`src/sv/qbz_pkg.sv`:
```
// Shared types and constants for the quadratic Bezier segment generator.
`timescale 1ns / 1ps

package qbz_pkg;

    localparam int COORD_W   = 16;
    localparam int THICK_W   = 16;
    localparam int COLOR_W   = 32;
    // Forward-difference accumulators; sized for the largest segment count.
    localparam int ACC_W     = 32;
    localparam int S_TDATA_W = 6 * COORD_W + THICK_W + COLOR_W;
    localparam int M_TDATA_W = 4 * COORD_W + THICK_W + COLOR_W;

    // Raw curve request as taken from the input stream.
    typedef struct packed {
        logic [COLOR_W-1:0]        color;
        logic [THICK_W-1:0]        thickness;
        logic signed [COORD_W-1:0] control_y;
        logic signed [COORD_W-1:0] control_x;
        logic signed [COORD_W-1:0] end_y;
        logic signed [COORD_W-1:0] end_x;
        logic signed [COORD_W-1:0] start_y;
        logic signed [COORD_W-1:0] start_x;
    } curve_in_t;

    // One axis of a prepared curve: biased, doubled numerator and its differences.
    typedef struct packed {
        logic signed [ACC_W-1:0] acc;
        logic signed [ACC_W-1:0] d1;
        logic signed [ACC_W-1:0] d2;
    } axis_t;

    // Prepared curve queued between front and back.
    typedef struct packed {
        axis_t              ax;
        axis_t              ay;
        logic [THICK_W-1:0] thickness;
        logic [COLOR_W-1:0] color;
    } curve_t;

    // Sign-extend a coordinate to accumulator width.
    function automatic logic signed [ACC_W-1:0] ext_coord(input logic [COORD_W-1:0] v);
        ext_coord = {{(ACC_W-COORD_W){v[COORD_W-1]}}, v};
    endfunction

endpackage

```
`src/sv/qbz_front.sv`:
```
// Front end: registers a curve request and prepares its forward-difference terms.
`timescale 1ns / 1ps

module qbz_front #(
    parameter int SEGMENTS = 24
) (
    input  logic               clk,
    input  logic               rst_n,
    input  logic               in_valid,
    output logic               in_ready,
    input  qbz_pkg::curve_in_t in_data,
    output logic               push_valid,
    input  logic               push_ready,
    output qbz_pkg::curve_t    push_data
);
    import qbz_pkg::*;

    localparam int NN  = SEGMENTS * SEGMENTS;
    localparam int DEN = 2 * NN;
    localparam logic [ACC_W-1:0]        K_ACC_MUL = ACC_W'(DEN);
    localparam logic [ACC_W-1:0]        K_ACC_ADD = ACC_W'(NN);
    localparam logic signed [ACC_W-1:0] K_D1_S    = ACC_W'(2 * (1 - 2 * SEGMENTS));
    localparam logic signed [ACC_W-1:0] K_D1_C    = ACC_W'(4 * (SEGMENTS - 1));
    localparam logic signed [ACC_W-1:0] K_D1_E    = ACC_W'(2);
    localparam logic signed [ACC_W-1:0] K_D2_SE   = ACC_W'(4);
    localparam logic signed [ACC_W-1:0] K_D2_C    = ACC_W'(-8);

    logic      req_valid_reg;
    logic      req_valid_next;
    curve_in_t req_reg;

    // Take a new request when the holding register is empty or drains this cycle.
    assign in_ready = !req_valid_reg || push_ready;

    always_comb
    begin
        req_valid_next = req_valid_reg;
        if (in_valid && in_ready)
        begin
            req_valid_next = 1'b1;
        end
        else if (push_ready)
        begin
            req_valid_next = 1'b0;
        end
    end

    always_ff @(posedge clk or negedge rst_n)
    begin
        if (!rst_n)
        begin
            req_valid_reg <= 1'b0;
        end
        else
        begin
            req_valid_reg <= req_valid_next;
        end
    end

    always_ff @(posedge clk)
    begin
        if (in_valid && in_ready)
        begin
            req_reg <= in_data;
        end
    end

    // Prepare one axis: acc = 2*N^2*(S + 32768) + N^2, then doubled first
    // and second differences of the numerator.
    function automatic axis_t prep_axis(input logic [COORD_W-1:0] s,
                                        input logic [COORD_W-1:0] c,
                                        input logic [COORD_W-1:0] e);
        axis_t                   a;
        logic [ACC_W-1:0]        s_off;
        logic signed [ACC_W-1:0] sv;
        logic signed [ACC_W-1:0] cv;
        logic signed [ACC_W-1:0] ev;
        s_off = {{(ACC_W-COORD_W){1'b0}}, s ^ {1'b1, {(COORD_W-1){1'b0}}}};
        sv    = ext_coord(s);
        cv    = ext_coord(c);
        ev    = ext_coord(e);
        a.acc = signed'(s_off * K_ACC_MUL + K_ACC_ADD);
        a.d1  = sv * K_D1_S + cv * K_D1_C + ev * K_D1_E;
        a.d2  = (sv + ev) * K_D2_SE + cv * K_D2_C;
        prep_axis = a;
    endfunction

    always_comb
    begin
        push_data.ax        = prep_axis(req_reg.start_x, req_reg.control_x, req_reg.end_x);
        push_data.ay        = prep_axis(req_reg.start_y, req_reg.control_y, req_reg.end_y);
        push_data.thickness = req_reg.thickness;
        push_data.color     = req_reg.color;
    end

    assign push_valid = req_valid_reg;

endmodule

```
`config.mk`:
```
export PLATFORM = sky130hd
export DESIGN_NAME = qbz_front
export DESIGN_NICKNAME = d
export VERILOG_FILES = /design/src/sv/qbz_pkg.sv /design/src/sv/qbz_front.sv
export SDC_FILE = /design/constraint.sdc
export NUM_CORES = 1
export LEC_CHECK = 0
export ABC_AREA = 1
export BUFFER_PORTS_ARGS = -buffer_cell sky130_fd_sc_hd__buf_2
export CAP_MARGIN = 20
export CORE_ASPECT_RATIO = 1.25
export CORE_MARGIN = 1.5
export CORE_UTILIZATION = 51
export CTS_BUF_LIST = sky130_fd_sc_hd__clkbuf_2
export DETAILED_ROUTE_END_ITERATION = 7
export PLACE_DENSITY = 0.74
export REMOVE_ABC_BUFFERS = 1
export SETUP_SLACK_MARGIN = 0.4
export SLEW_MARGIN = 20
export SYNTH_ARGS = -nofsm -noshare
export SYNTH_HDL_FRONTEND = slang
export SYNTH_SLANG_ARGS = --single-unit
```
`constraint.sdc`:
```
create_clock -name clk -period 8.8 [get_ports clk]
set_input_delay 1.32 -clock clk [delete_from_list [all_inputs] [get_ports clk]]
set_output_delay 1.32 -clock clk [all_outputs]
set_load 0.02 [all_outputs]
```
==> impl_metrics.tcl <==
set metrics [dict create \
    dieHeight_um 249 \
    final-instance-count-excl-fill 4170 \
    routed_wl_mm 65.6 \
    syn_area_per_cell_um2 7.78 \
    timing.fmax_mhz 127 \
    start_util_pct 51.9 \
    critPathRequiredTime_ns 7.48 \
    port_buffers 361 \
    yosysTopAreaCellShare_pct 21.5 \
    cts_buffer_depth 2 \
    synth_most_common_cell "nand2_1" \
    rsz0062_at_grt "false" \
    maxSlewViolCount 0 \
    overflow 0 \
    ff2ff_path_depth 2 \
    htreeDepth 4 \
    status "finished clean" \
    vias_per_cell 5.15 \
    cts_buffers 17 \
    cp_slowest_cell "edfxtp_1" \
    slowest_delay_ns 0.88 \
    multi_input_area_mm2 0.0175 \
    crit_family "adder cells" \
    arrival_ns 6.57 \
    dieArea_mm2 0.0497 \
    ys_seq_area_share_pct 17.6 \
    grt_pass1_vias 21100 \
    cap_violations 0 \
    cp-end-kind "output pin" \
    wl_per_cell_um 15.7 \
    synth_ff_type "edfxtp_1" \
    antenna_found_initial 9 \
    period_needed_ns 7.89 \
    criticalPathCategory "reg2out" \
    async_reset_ff_share_pct 0.690 \
    placedCellCount 4105 \
    synth_cell_types 51 \
    r2r_end "req_reg[94]$_DFFE_PP_" \
    clock_latency_ns 1.02 \
    core_mm2 0.0475 \
    drtPass1Iterations 5 \
    cts_tree "done" \
    synth_edf_count 144 \
    clock_sinks 145 \
    drtIter0Drc 979 \
    fin_crit_sh_pct 89.6 \
    crit_top_cell "ha_1" \
    synthCells 3174 \
    root_buffer "clkbuf_2" \
    ios 390 \
    yosys-top-cells-count "619 x nand2_1, 602 x inv_1, 425 x ha_1" \
    drive_gt1_share_pct 14.0 \
    drtAntennaViolNets 0 \
    synth_top_area_cell "ha_1" \
    worst_slew_pin_slew_ns 0.993 \
    reg2reg_slack_ns 6.48 \
    synth_area_mm2 0.0247 \
    critPathBufInv 4 \
    nets 4229 \
    min_path_cells 1 \
    regToRegStartpoint "push_valid$_DFFE_PN0P_" \
    die_width_um 200 \
    critPathLaunchType "flip-flop" \
    fillers 4523 \
    regArea_mm2 0.00435 \
    crit_path_cell_trace "ha_1, ha_1, inv_1, fa_1, inv_1, ha_1, ha_1, inv_1, o21ai_0, a21oi_1, nor2_1, a211oi_1, nand2_1, xor2_1, fa_1, ha_1, nand2_1, nor2_1, nand2_1, nand3_1, a21oi_1, nand3_1, o21ai_2, buf_2" \
    largest_register_ffs 96 \
    setup_violations 0 \
    grt_start_max_net_pins 74 \
    row_count 89 \
    dpl.hpwl_mm 57.0 \
    hold_path_startpoint "in_data[81]" \
    hold_viol 0 \
    yosys_warnings 0 \
    synth_seq_cells 145 \
    finalSetupTns_ns 0 \
    synthTopCellsByArea "ha_1 22%, edfxtp_1 18%, fa_1 11%" \
    vias 21500 \
    slew_headroom_pct 33.8 \
    hold_path.class "in2reg" \
    clk_pin_slew_worst_paths_ns 0.31 \
    worstHoldEndpoint "req_reg[81]$_DFFE_PP_" \
    skew_ns 0.0485 \
    grt_first_pass_wirelength_mm 105 \
    area_growth_pct 10.3 \
    gp_congestion 0.966 \
    cp_max_fo 12 \
    grt_usage_pct 27.0 \
    drc 0 \
]
-- layout make-up --
| type | instances | share of cell area (%) |
|---|---|---|
| diodes | 5 | 0.0460 |
| well taps | 637 | 2.93 |
| multi-input cells | 2353 | 64.2 |
| clock buffers | 17 | 0.312 |
| flip-flops and latches | 145 | 16.0 |
| clock inverters | 15 | 0.712 |
| repair buffers | 392 | 7.50 |
| inverters | 606 | 8.35 |
-- worst max path at each step --
stage,endpoint,depth (start not counted),start
final,push_data[203],24,req_reg[15]$_DFFE_PP_
after global routing,push_data[200],22,req_reg[1]$_DFFE_PP_
after CTS,push_data[108],26,req_reg[17]$_DFFE_PP_
after detailed placement,push_data[201],21,req_reg[1]$_DFFE_PP_
after global placement,push_data[205],21,req_reg[1]$_DFFE_PP_
after floorplan,push_data[201],20,req_reg[1]$_DFFE_PP_
-- cells by family after synthesis --
logic type      count (synthesis)  synth area share (%)
fa+ha+maj                     566                  33.0
other cells                     2                0.0304
buf+inv                       702                  12.1
simple gates                 1112                  19.6
xor+xnor                      235                  8.34
compound gates                412                  9.35
flops                         145                  17.6
-- cell usage in the layout, fill, tap and decap left out, drive strengths merged, types with 2 or more instances in the layout --
cell type,Yosys,routed
edfxtp,144,144
a211oi,6,6
nor4,5,5
conb,2,28
o2111ai,5,5
xnor2,59,59
bufinv,0,2
nor2,220,220
o21bai,21,21
o21a,3,3
or2,3,3
a21boi,11,11
inv,605,613
nand3b,7,7
xor2,176,176
nand3,163,163
nor3,32,32
ha,425,425
clkbuf,2,17
diode,0,5
nand4,30,30
buf,94,391
clkinv,1,6
a21o,22,22
and2,5,5
a21oi,210,210
fa,141,141
nand2,646,646
o211ai,7,7
a31oi,11,11
o21ai,112,112
-- through the flow --
step	instance area, um2	util (%)	hold slack, ns	setup slack (ns)
floorplan	24100	-	0.768	-0.298
global placement	26700	56.2	0.572	1.72
detailed placement	26700	56.2	0.574	1.59
CTS	27000	56.8	0.272	0.433
global route	27200	57.3	0.351	0.379
finish	27200	57.3	0.423	0.914
-- repair_timing --
action,in CTS,in global routing
endpoints found under the setup margin,7,25
endpoints found under the hold margin,1,0
buffers inserted,0,27
hold buffers,1,0
resized for setup,1,11
-- layer usage --
layer	wire, um	GRT usage, %	part of all wire (%)	vias to the layer above
met5	39	0	0.059	-
met4	2910	13.3	4.4	6
met3	3260	4.22	5.0	131
met2	32900	48.0	50	582
met1	26400	31.2	40	9918
li1	-	-	-	10800
Power is left out: the tool's default activity adds up to more than one toggle a clock period on the data nets, which glitch-free logic cannot reach.
