[config.mk]
export PLATFORM = sky130hd
export DESIGN_NAME = qbz_queue
export DESIGN_NICKNAME = d
export VERILOG_FILES = /design/src/sv/qbz_pkg.sv /design/src/sv/qbz_queue.sv
export SDC_FILE = /design/constraint.sdc
export NUM_CORES = 1
export LEC_CHECK = 0
export BUFFER_PORTS_ARGS = -buffer_cell sky130_fd_sc_hd__buf_4
export CAP_MARGIN = 10
export CORE_UTILIZATION = 47
export CTS_CLUSTER_DIAMETER = 60
export DETAILED_ROUTE_END_ITERATION = 16
export GPL_TIMING_DRIVEN = 0
export PLACE_DENSITY = 0.8
export SLEW_MARGIN = 40
export SYNTH_ARGS = -nofsm -noshare
export SYNTH_HDL_FRONTEND = slang
export SYNTH_SLANG_ARGS = --single-unit
[constraint.sdc]
create_clock -name clk -period 10.3 [get_ports clk]
set_input_delay 2.06 -clock clk [delete_from_list [all_inputs] [get_ports clk]]
set_output_delay 2.06 -clock clk [all_outputs]
set_load 0.01 [all_outputs]
[src/sv/qbz_pkg.sv]
// Shared types and constants for the quadratic Bezier segment generator.
`timescale 1ns / 1ps

package qbz_pkg;

    localparam int COORD_W   = 16;
    localparam int THICK_W   = 16;
    localparam int COLOR_W   = 32;
    // Forward-difference accumulators; sized for the largest segment count.
    localparam int ACC_W     = 32;
    localparam int S_TDATA_W = 6 * COORD_W + THICK_W + COLOR_W;
    localparam int M_TDATA_W = 4 * COORD_W + THICK_W + COLOR_W;

    // Raw curve request as taken from the input stream.
    typedef struct packed {
        logic [COLOR_W-1:0]        color;
        logic [THICK_W-1:0]        thickness;
        logic signed [COORD_W-1:0] control_y;
        logic signed [COORD_W-1:0] control_x;
        logic signed [COORD_W-1:0] end_y;
        logic signed [COORD_W-1:0] end_x;
        logic signed [COORD_W-1:0] start_y;
        logic signed [COORD_W-1:0] start_x;
    } curve_in_t;

    // One axis of a prepared curve: biased, doubled numerator and its differences.
    typedef struct packed {
        logic signed [ACC_W-1:0] acc;
        logic signed [ACC_W-1:0] d1;
        logic signed [ACC_W-1:0] d2;
    } axis_t;

    // Prepared curve queued between front and back.
    typedef struct packed {
        axis_t              ax;
        axis_t              ay;
        logic [THICK_W-1:0] thickness;
        logic [COLOR_W-1:0] color;
    } curve_t;

    // Sign-extend a coordinate to accumulator width.
    function automatic logic signed [ACC_W-1:0] ext_coord(input logic [COORD_W-1:0] v);
        ext_coord = {{(ACC_W-COORD_W){v[COORD_W-1]}}, v};
    endfunction

endpackage

[src/sv/qbz_queue.sv]
// Short queue of prepared curves between front and back.
`timescale 1ns / 1ps

module qbz_queue (
    input  logic            clk,
    input  logic            rst_n,
    input  logic            push_valid,
    output logic            push_ready,
    input  qbz_pkg::curve_t push_data,
    output logic            pop_valid,
    input  logic            pop_ready,
    output qbz_pkg::curve_t pop_data
);
    import qbz_pkg::*;

    localparam int QDEPTH = 2;
    localparam int PW     = $clog2(QDEPTH);
    localparam int CNTW   = $clog2(QDEPTH + 1);

    curve_t          slot_reg [QDEPTH];
    logic [PW-1:0]   wr_ptr_reg;
    logic [PW-1:0]   wr_ptr_next;
    logic [PW-1:0]   rd_ptr_reg;
    logic [PW-1:0]   rd_ptr_next;
    logic [CNTW-1:0] count_reg;
    logic [CNTW-1:0] count_next;
    logic            push;
    logic            pop;

    assign push_ready = (count_reg != CNTW'(QDEPTH));
    assign pop_valid  = (count_reg != '0);
    assign push       = push_valid && push_ready;
    assign pop        = pop_valid && pop_ready;
    assign pop_data   = slot_reg[rd_ptr_reg];

    // Advance pointers with wrap, track fill level.
    always_comb
    begin
        wr_ptr_next = wr_ptr_reg;
        rd_ptr_next = rd_ptr_reg;
        count_next  = count_reg;
        if (push)
        begin
            wr_ptr_next = (wr_ptr_reg == PW'(QDEPTH - 1)) ? '0 : wr_ptr_reg + 1'b1;
        end
        if (pop)
        begin
            rd_ptr_next = (rd_ptr_reg == PW'(QDEPTH - 1)) ? '0 : rd_ptr_reg + 1'b1;
        end
        if (push && !pop)
        begin
            count_next = count_reg + 1'b1;
        end
        else if (pop && !push)
        begin
            count_next = count_reg - 1'b1;
        end
    end

    always_ff @(posedge clk or negedge rst_n)
    begin
        if (!rst_n)
        begin
            wr_ptr_reg <= '0;
            rd_ptr_reg <= '0;
            count_reg  <= '0;
        end
        else
        begin
            wr_ptr_reg <= wr_ptr_next;
            rd_ptr_reg <= rd_ptr_next;
            count_reg  <= count_next;
        end
    end

    // Store the incoming request.
    always_ff @(posedge clk)
    begin
        if (push)
        begin
            slot_reg[wr_ptr_reg] <= push_data;
        end
    end

    a_count_bound: assert property (@(posedge clk) disable iff (!rst_n)
        count_reg <= CNTW'(QDEPTH))
        else $error("queue fill level beyond depth");

    a_count_up: assert property (@(posedge clk) disable iff (!rst_n)
        push && !pop |=> count_reg == $past(count_reg) + 1'b1)
        else $error("queue fill level did not rise on push");

endmodule

==> flow_metrics.py, run 1 <==
metrics = {
    "status": {
        "status": "finished clean",
    },
    "timing": {
        "drv_slew": 0,
        "worst_pin_slew_ns": 0.517,
        "clock_skew_ns": 0.0144,
        "rsz0062_at_grt": "no",
        "period_share_pct": 39.1,
        "finalHoldViolCount": 0,
        "setup_tns_ns": 0,
        "slew_headroom_pct": 65.5,
        "post-route-min-period_ns": 4.03,
        "setup_slack_ns": 6.27,
        "setup_viol": 0,
        "fmax_mhz": 248,
    },
    "synth": {
        "yosysTopAreaCellShare_pct": 78.8,
        "synth_commonest_cells": "edfxtp_1, mux2_4, mux2_2",
        "synthArstFlopShare_pct": 0.826,
        "yosys.area.top_type": "edfxtp_1",
        "synthesis.nets": 1010,
        "syn_inst": 765,
        "synth-edff-count": 480,
        "ys_ff_latch": 484,
        "synthMostInstantiatedCell": "edfxtp_1",
        "ys.flop_type": "edfxtp_1",
        "syn_area_mm2": 0.0183,
        "synth_area_leaders": "edfxtp_1, mux2_4, mux2_2, buf_6, dfrtp_1",
        "synth_cell_types": 16,
        "ys_seq_area_share_pct": 79.3,
        "syn_area_per_cell_um2": 23.9,
        "ys.warnings.count": 0,
    },
    "floorplan": {
        "fp.dieH_um": 199,
        "ios": 486,
        "dieArea_mm2": 0.0397,
        "start_util_pct": 48.1,
        "die_x_um": 199,
        "core_mm2": 0.0380,
        "rows": 71,
    },
    "routing": {
        "drt-pass1-iter-count": 4,
        "ant_nets": 0,
        "vias": 9157,
        "viasPerCell": 4.89,
        "drc": 0,
        "first_iter_violations": 315,
        "routed_wl_um": 39800,
        "drt-wirelength-per-cell_um": 21.2,
    },
    "power_and_ir_drop": {
        "p_seq_share_pct": 39.1,
        "power_density_mw_per_mm2": 291,
        "p_comb_share_pct": 36.9,
        "p_leak_uw": 0.00978,
        "power_frac_clock_pct": 24.1,
        "netSwitchingFraction_pct": 28.3,
        "ir_drop_uv": 202,
        "p_int_uw": 5130,
        "power_switching_uw": 2030,
    },
    "place": {
        "place_congestion": 0.719,
        "dp_hpwl_um": 28500,
        "dp_worst_setup_slack_ns": 6.13,
        "portBuffers": 485,
    },
    "clocking": {
        "cts_setup_buffers": 0,
        "clk_path_buf_depth": 3,
        "cts_sinks": 484,
        "hold_buffers": 0,
        "clk_latency_ns": 0.57,
        "cts_resized": 0,
        "clk_pin_slew_ns": 0.07,
        "cts_tree": "built",
        "cts_buffers": 48,
        "clock_tree.root_cell": "clkbuf_16",
        "htreeDepth": 2,
    },
    "hold_path": {
        "min_path_type": "reg2reg",
        "min_from": "count_reg[1]$_DFFE_PN0P_",
        "min_to": "count_reg[1]$_DFFE_PN0P_",
        "whs_path_depth": 1,
    },
    "critical_path": {
        "cpLargestDelayFamily": "buffers and inverters",
        "cp_cell_sequence": "buf_6, buf_6, buf_6, mux2_4, buf_4",
        "critPathSlowestCell": "dfrtp_1",
        "r2r_cells": 9,
        "cp-start-kind": "flip-flop",
        "worst_setup_path_end_kind": "output port",
        "crit_fanout": 10,
        "cpPeakStageDelay_ns": 0.34,
        "worstPathRequired_ns": 8.24,
        "cp.buffers_inverters": 4,
        "path_class": "reg2out",
        "cp.arrival_ns": 1.97,
        "r2r_start": "count_reg[0]$_DFFE_PN0P_",
        "reg2reg_slack_ns": 7.69,
        "crit_top_cell": "buf_6",
        "worstReg2RegEnd": "slot_reg[0][88]$_DFFE_PP_",
    },
    "final_layout": {
        "fin_nets": 1567,
        "largest_reg_flops": 480,
        "syn_to_final_growth_pct": 34.6,
        "drive_above_1_share_pct": 62.5,
    },
    "global_route": {
        "grt_max_degree": 40,
        "grt_pass1_vias": 9978,
        "grt_pass1_wl_um": 56400,
        "grt_remaining_overflow": 0,
        "antenna_found_initial": 1,
        "grt_use_total_pct": 19.4,
    },
    "job": {
        "max_cap_viol_count": 0,
    },
}
final cells by class:
| type | count | area, µm² |
|---|---|---|
| antenna | 1 | 2.50 |
| buffer | 27 | 277 |
| clock buffer | 61 | 1300 |
| clock inverter | 26 | 267 |
| fill | 2506 | 13400 |
| inverter | 1 | 3.75 |
| multi-input combinational | 253 | 3520 |
| sequential | 484 | 14500 |
| tap | 511 | 639 |
| timing repair buffer | 507 | 4110 |
routing by layer:
metal	vias to the layer above	GRT usage, %	share of wire (%)
li1	4184	-	-
met1	4495	19.4	34
met2	402	34.4	51
met3	76	9.54	12
met4	0	7.44	3.2
met5	-	0	0
cells by family (layout without fill, tap and decap cells):
kind of cell  Yosys count  count (layout)  share of synthesized area, %
buf+inv                28             622                          1.53
simple gates            7               7                         0.185
xor+xnor                5               5                         0.239
other cells             0               1                             0
fa+ha+maj               1               1                        0.0684
mux                   240             240                          18.7
flops                 484             484                          79.3
worst max-delay path by stage:
stage / end / start / cells past startpoint
6_report: pop_data[133] / rd_ptr_reg$_DFFE_PN0P_ / 5
5_1_grt: pop_data[133] / rd_ptr_reg$_DFFE_PN0P_ / 5
4_1_cts: pop_data[133] / rd_ptr_reg$_DFFE_PN0P_ / 5
3_5_place_dp: slot_reg[0][47]$_DFFE_PP_ / push_valid / 9
3_3_place_gp: slot_reg[0][46]$_DFFE_PP_ / push_valid / 3
2_1_floorplan: slot_reg[0][0]$_DFFE_PP_ / push_valid / 2
metrics by stage:
| step | hold WS (ns) | total power, µW | util [%] | area [µm²] | std cells |
|---|---|---|---|---|---|
| after floorplan | 0.456 | 4390 | - | 18300 | 765 |
| after global placement | 0.479 | 5490 | 59.4 | 22600 | 1761 |
| after detailed placement | 0.479 | 5490 | 60.7 | 23100 | 1783 |
| after CTS | 0.495 | 7240 | 64.8 | 24600 | 1870 |
| after global routing | 0.505 | 7450 | 64.8 | 24600 | 1871 |
| final | 0.496 | 7160 | 64.8 | 24600 | 1871 |
cells in the final DEF (no fill, tap or decap), types with 5 or more instances in the layout:
cell type	n
edfxtp_1	480
buf_6	21
buf_2	5
mux2_2	50
clkbuf_1	9
buf_8	8
buf_12	6
buf_4	485
clkbuf_16	49
clkinv_2	10
clkinv_1	6
buf_16	9
bufinv_16	5
mux2_4	190
power by group through the flow:
stage	Combinational (µW)	Clock, µW	Sequential (µW)
2_1_floorplan	1470	0	2920
3_3_place_gp	2480	0	3000
3_5_place_dp	2660	0	2830
4_1_cts	2680	1770	2800
5_1_grt	2790	1840	2830
6_report	2640	1720	2800
(Power assumes the default switching activity.)
==> run 2: changes to the inputs <==
--- a/config.mk
+++ b/config.mk
@@ -5,13 +5,14 @@
 export SDC_FILE = /design/constraint.sdc
 export NUM_CORES = 1
 export LEC_CHECK = 0
+export ABC_AREA = 1
 export BUFFER_PORTS_ARGS = -buffer_cell sky130_fd_sc_hd__buf_4
 export CAP_MARGIN = 10
-export CORE_UTILIZATION = 47
+export CORE_UTILIZATION = 50
 export CTS_CLUSTER_DIAMETER = 60
 export DETAILED_ROUTE_END_ITERATION = 16
 export GPL_TIMING_DRIVEN = 0
-export PLACE_DENSITY = 0.8
+export PLACE_DENSITY = 0.82
 export SLEW_MARGIN = 40
 export SYNTH_ARGS = -nofsm -noshare
 export SYNTH_HDL_FRONTEND = slang
==> constraint.sdc (replaced) <==
create_clock -name clk -period 4.2 [get_ports clk]
set_input_delay 0.84 -clock clk [delete_from_list [all_inputs] [get_ports clk]]
set_output_delay 0.84 -clock clk [all_outputs]
set_load 0.01 [all_outputs]
==> run 2 against run 1 <==
  * Clock skew grew 0.0019 ns
  * Worst hold slack lost 0.44 ns
  * Die area shrank 9.0%
  * Setup slack lost 5.0 ns
  * Critical path type unchanged
  * Largest cell class unchanged
  * Largest power group unchanged
  * Highest routed layer unchanged
==> flow_metrics.py, run 2 <==
metrics = {
    "status": {
        "status": "finished clean",
    },
    "critical_path": {
        "r2r_start": "count_reg[0]$_DFFE_PN0P_",
        "crit_end": "pop_data[187]",
        "cp-start-kind": "flip-flop",
        "r2r_cells": 10,
        "cp.arrival_ns": 2.11,
        "reg2reg_slack_ns": 1.51,
        "worstPathRequired_ns": 3.36,
        "crit_start": "rd_ptr_reg$_DFFE_PN0P_",
        "path_class": "reg2out",
        "worst_setup_path_end_kind": "output port",
        "crit_fanout": 10,
        "worstReg2RegEnd": "slot_reg[0][137]$_DFFE_PP_",
    },
    "clocking": {
        "cts_resized": 0,
        "cts_sinks": 484,
        "cts_buffers": 47,
        "cts_tree": "built",
        "hold_buffers": 0,
        "clock_tree.root_cell": "clkbuf_16",
        "clk_path_buf_depth": 3,
        "clk_latency_ns": 0.57,
        "cts_setup_buffers": 0,
        "htreeDepth": 2,
        "clk_pin_slew_ns": 0.06,
    },
    "routing": {
        "drt-wirelength-per-cell_um": 19.6,
        "first_iter_violations": 702,
        "routed_wl_um": 46000,
        "drc": 0,
        "viasPerCell": 5.08,
        "vias": 11900,
        "drt-pass1-iter-count": 4,
        "ant_nets": 0,
    },
    "synth": {
        "ys_seq_area_share_pct": 82.0,
        "yosys.area.top_type": "edfxtp_1",
        "syn_area_mm2": 0.0177,
        "synth_commonest_cells": "nand2_1, edfxtp_1, buf_2",
        "ys.warnings.count": 0,
        "ys_ff_latch": 484,
        "syn_inst": 1282,
        "synth_cell_types": 15,
        "synth_area_leaders": "edfxtp_1, nand2_1, buf_2, buf_6, dfrtp_1",
        "synthArstFlopShare_pct": 0.826,
        "synthMostInstantiatedCell": "nand2_1",
        "yosysTopAreaCellShare_pct": 81.4,
        "syn_area_per_cell_um2": 13.8,
        "synth-edff-count": 480,
        "ys.flop_type": "edfxtp_1",
        "synthesis.nets": 1527,
    },
    "global_route": {
        "gr-usage-met2_pct": 44.4,
        "antenna_found_initial": 4,
        "gr-usage-met1_pct": 25.0,
        "grt.met3_usage_pct": 8.49,
        "grt_max_degree": 21,
        "grt_pass1_vias": 12200,
        "busiest_layer": "met2",
        "grt_pass1_wl_um": 66400,
        "grt_remaining_overflow": 0,
        "grt_use_total_pct": 24.9,
    },
    "final_layout": {
        "regArea_mm2": 0.0145,
        "multi_input_area_mm2": 0.00283,
        "drive_above_1_share_pct": 34.2,
        "fillCellCount": 2158,
        "syn_to_final_growth_pct": 36.1,
        "mostFrequentLayoutCells": "nand2_1, buf_4, edfxtp_1",
        "final_common_cell": "nand2_1",
        "final_cells": 2342,
        "fin_nets": 2093,
        "largest_reg_flops": 480,
    },
    "timing": {
        "finalHoldViolCount": 0,
        "rsz0062_at_grt": "no",
        "post-route-min-period_ns": 2.95,
        "period_share_pct": 70.3,
        "slew_headroom_pct": 65.0,
        "clock_skew_ns": 0.0163,
        "setup_viol": 0,
        "drv_slew": 0,
        "worst_pin_slew_ns": 0.525,
        "fmax_mhz": 339,
    },
    "floorplan": {
        "rows": 68,
        "start_util_pct": 51.0,
        "ios": 486,
        "die_x_um": 190,
        "core_mm2": 0.0347,
        "dieArea_mm2": 0.0362,
        "fp.dieH_um": 190,
    },
    "power_and_ir_drop": {
        "power_density_mw_per_mm2": 732,
        "ir_drop_uv": 590,
        "p_leak_uw": 0.0103,
        "p_total_uw": 17600,
    },
    "place": {
        "portBuffers": 485,
        "dpl.cell_count": 2254,
        "dp_hpwl_um": 32300,
        "place_congestion": 0.792,
    },
    "job": {
        "max_cap_viol_count": 0,
    },
    "hold_path": {
        "min_path_type": "in2async",
    },
}
-- run 2: cell types whose count changed after synthesis, sizes merged, moves of 2 or more --
cell,before,now
nand2,2,730
mux2,240,0
buf,27,51
inv,1,7
clkbuf,0,2
nand3,0,2
xnor2,3,1
-- run 2: worst min-delay path by stage --
stage	from	to	cells past startpoint
floorplan	count_reg[1]$_DFFE_PN0P_	count_reg[1]$_DFFE_PN0P_	2
global placement	count_reg[1]$_DFFE_PN0P_	count_reg[1]$_DFFE_PN0P_	2
detailed placement	count_reg[0]$_DFFE_PN0P_	count_reg[0]$_DFFE_PN0P_	1
CTS	rst_n	rd_ptr_reg$_DFFE_PN0P_	1
global route	rst_n	rd_ptr_reg$_DFFE_PN0P_	1
finish	rst_n	rd_ptr_reg$_DFFE_PN0P_	1
-- run 2: cell type report --
class | count | share of cell area [%]
clock buffers | 59 | 5.25
multi-input cells | 738 | 11.7
well taps | 455 | 2.36
diodes | 4 | 0.0416
flip-flops and latches | 484 | 60.3
inverters | 7 | 0.119
plain buffers | 53 | 1.53
repair buffers | 517 | 17.7
clock inverters | 25 | 1.04
-- run 2: per-stage QoR --
| stage | hold WS, ns | TNS, ns | cell area [µm²] | utilization [%] | worst slack, ns |
|---|---|---|---|---|---|
| 2_1_floorplan | 0.462 | -328.20 | 17700 | - | -0.692 |
| 3_3_place_gp | 0.483 | -1228.26 | 21900 | 63.2 | -2.58 |
| 3_5_place_dp | 0.500 | 0 | 22600 | 65.0 | 1.21 |
| 4_1_cts | 0.0225 | 0 | 24100 | 69.4 | 1.18 |
| 5_1_grt | 0.0330 | 0 | 24100 | 69.4 | 1.16 |
| 6_report | 0.0562 | 0 | 24100 | 69.4 | 1.25 |
-- run 2: critical path: stages, from the launching register on --
cell,delay [ns]
dfrtp_1,0.32
buf_4,0.16
buf_4,0.22
buf_2,0.36
nand2_1,0.16
nand2_1,0.16
buf_4,0.14
-- run 2: logic make-up (layout without fill, tap and decap cells) --
kind of cell	count (synthesis)	in the layout	share of synthesized area, %
fa+ha+maj	1	1	0.0707
xor+xnor	2	2	0.0990
other cells	0	4	0
buf+inv	60	661	2.24
flops	484	484	82.0
simple gates	735	735	15.6
-- run 2: power by group --
part | switching (µW) | leakage [µW] | internal (µW)
Combinational | 3890 | 0.00507 | 2760
Clock | 1750 | 0.000738 | 2390
Sequential | 261 | 0.00451 | 6580
Total | 5910 | 0.0103 | 11700
-- run 2: metal layers --
metal	wire length (µm)	share of wire [%]
met3	4990	11
met2	23900	52
met5	0	0
met4	2300	5.0
met1	14800	32
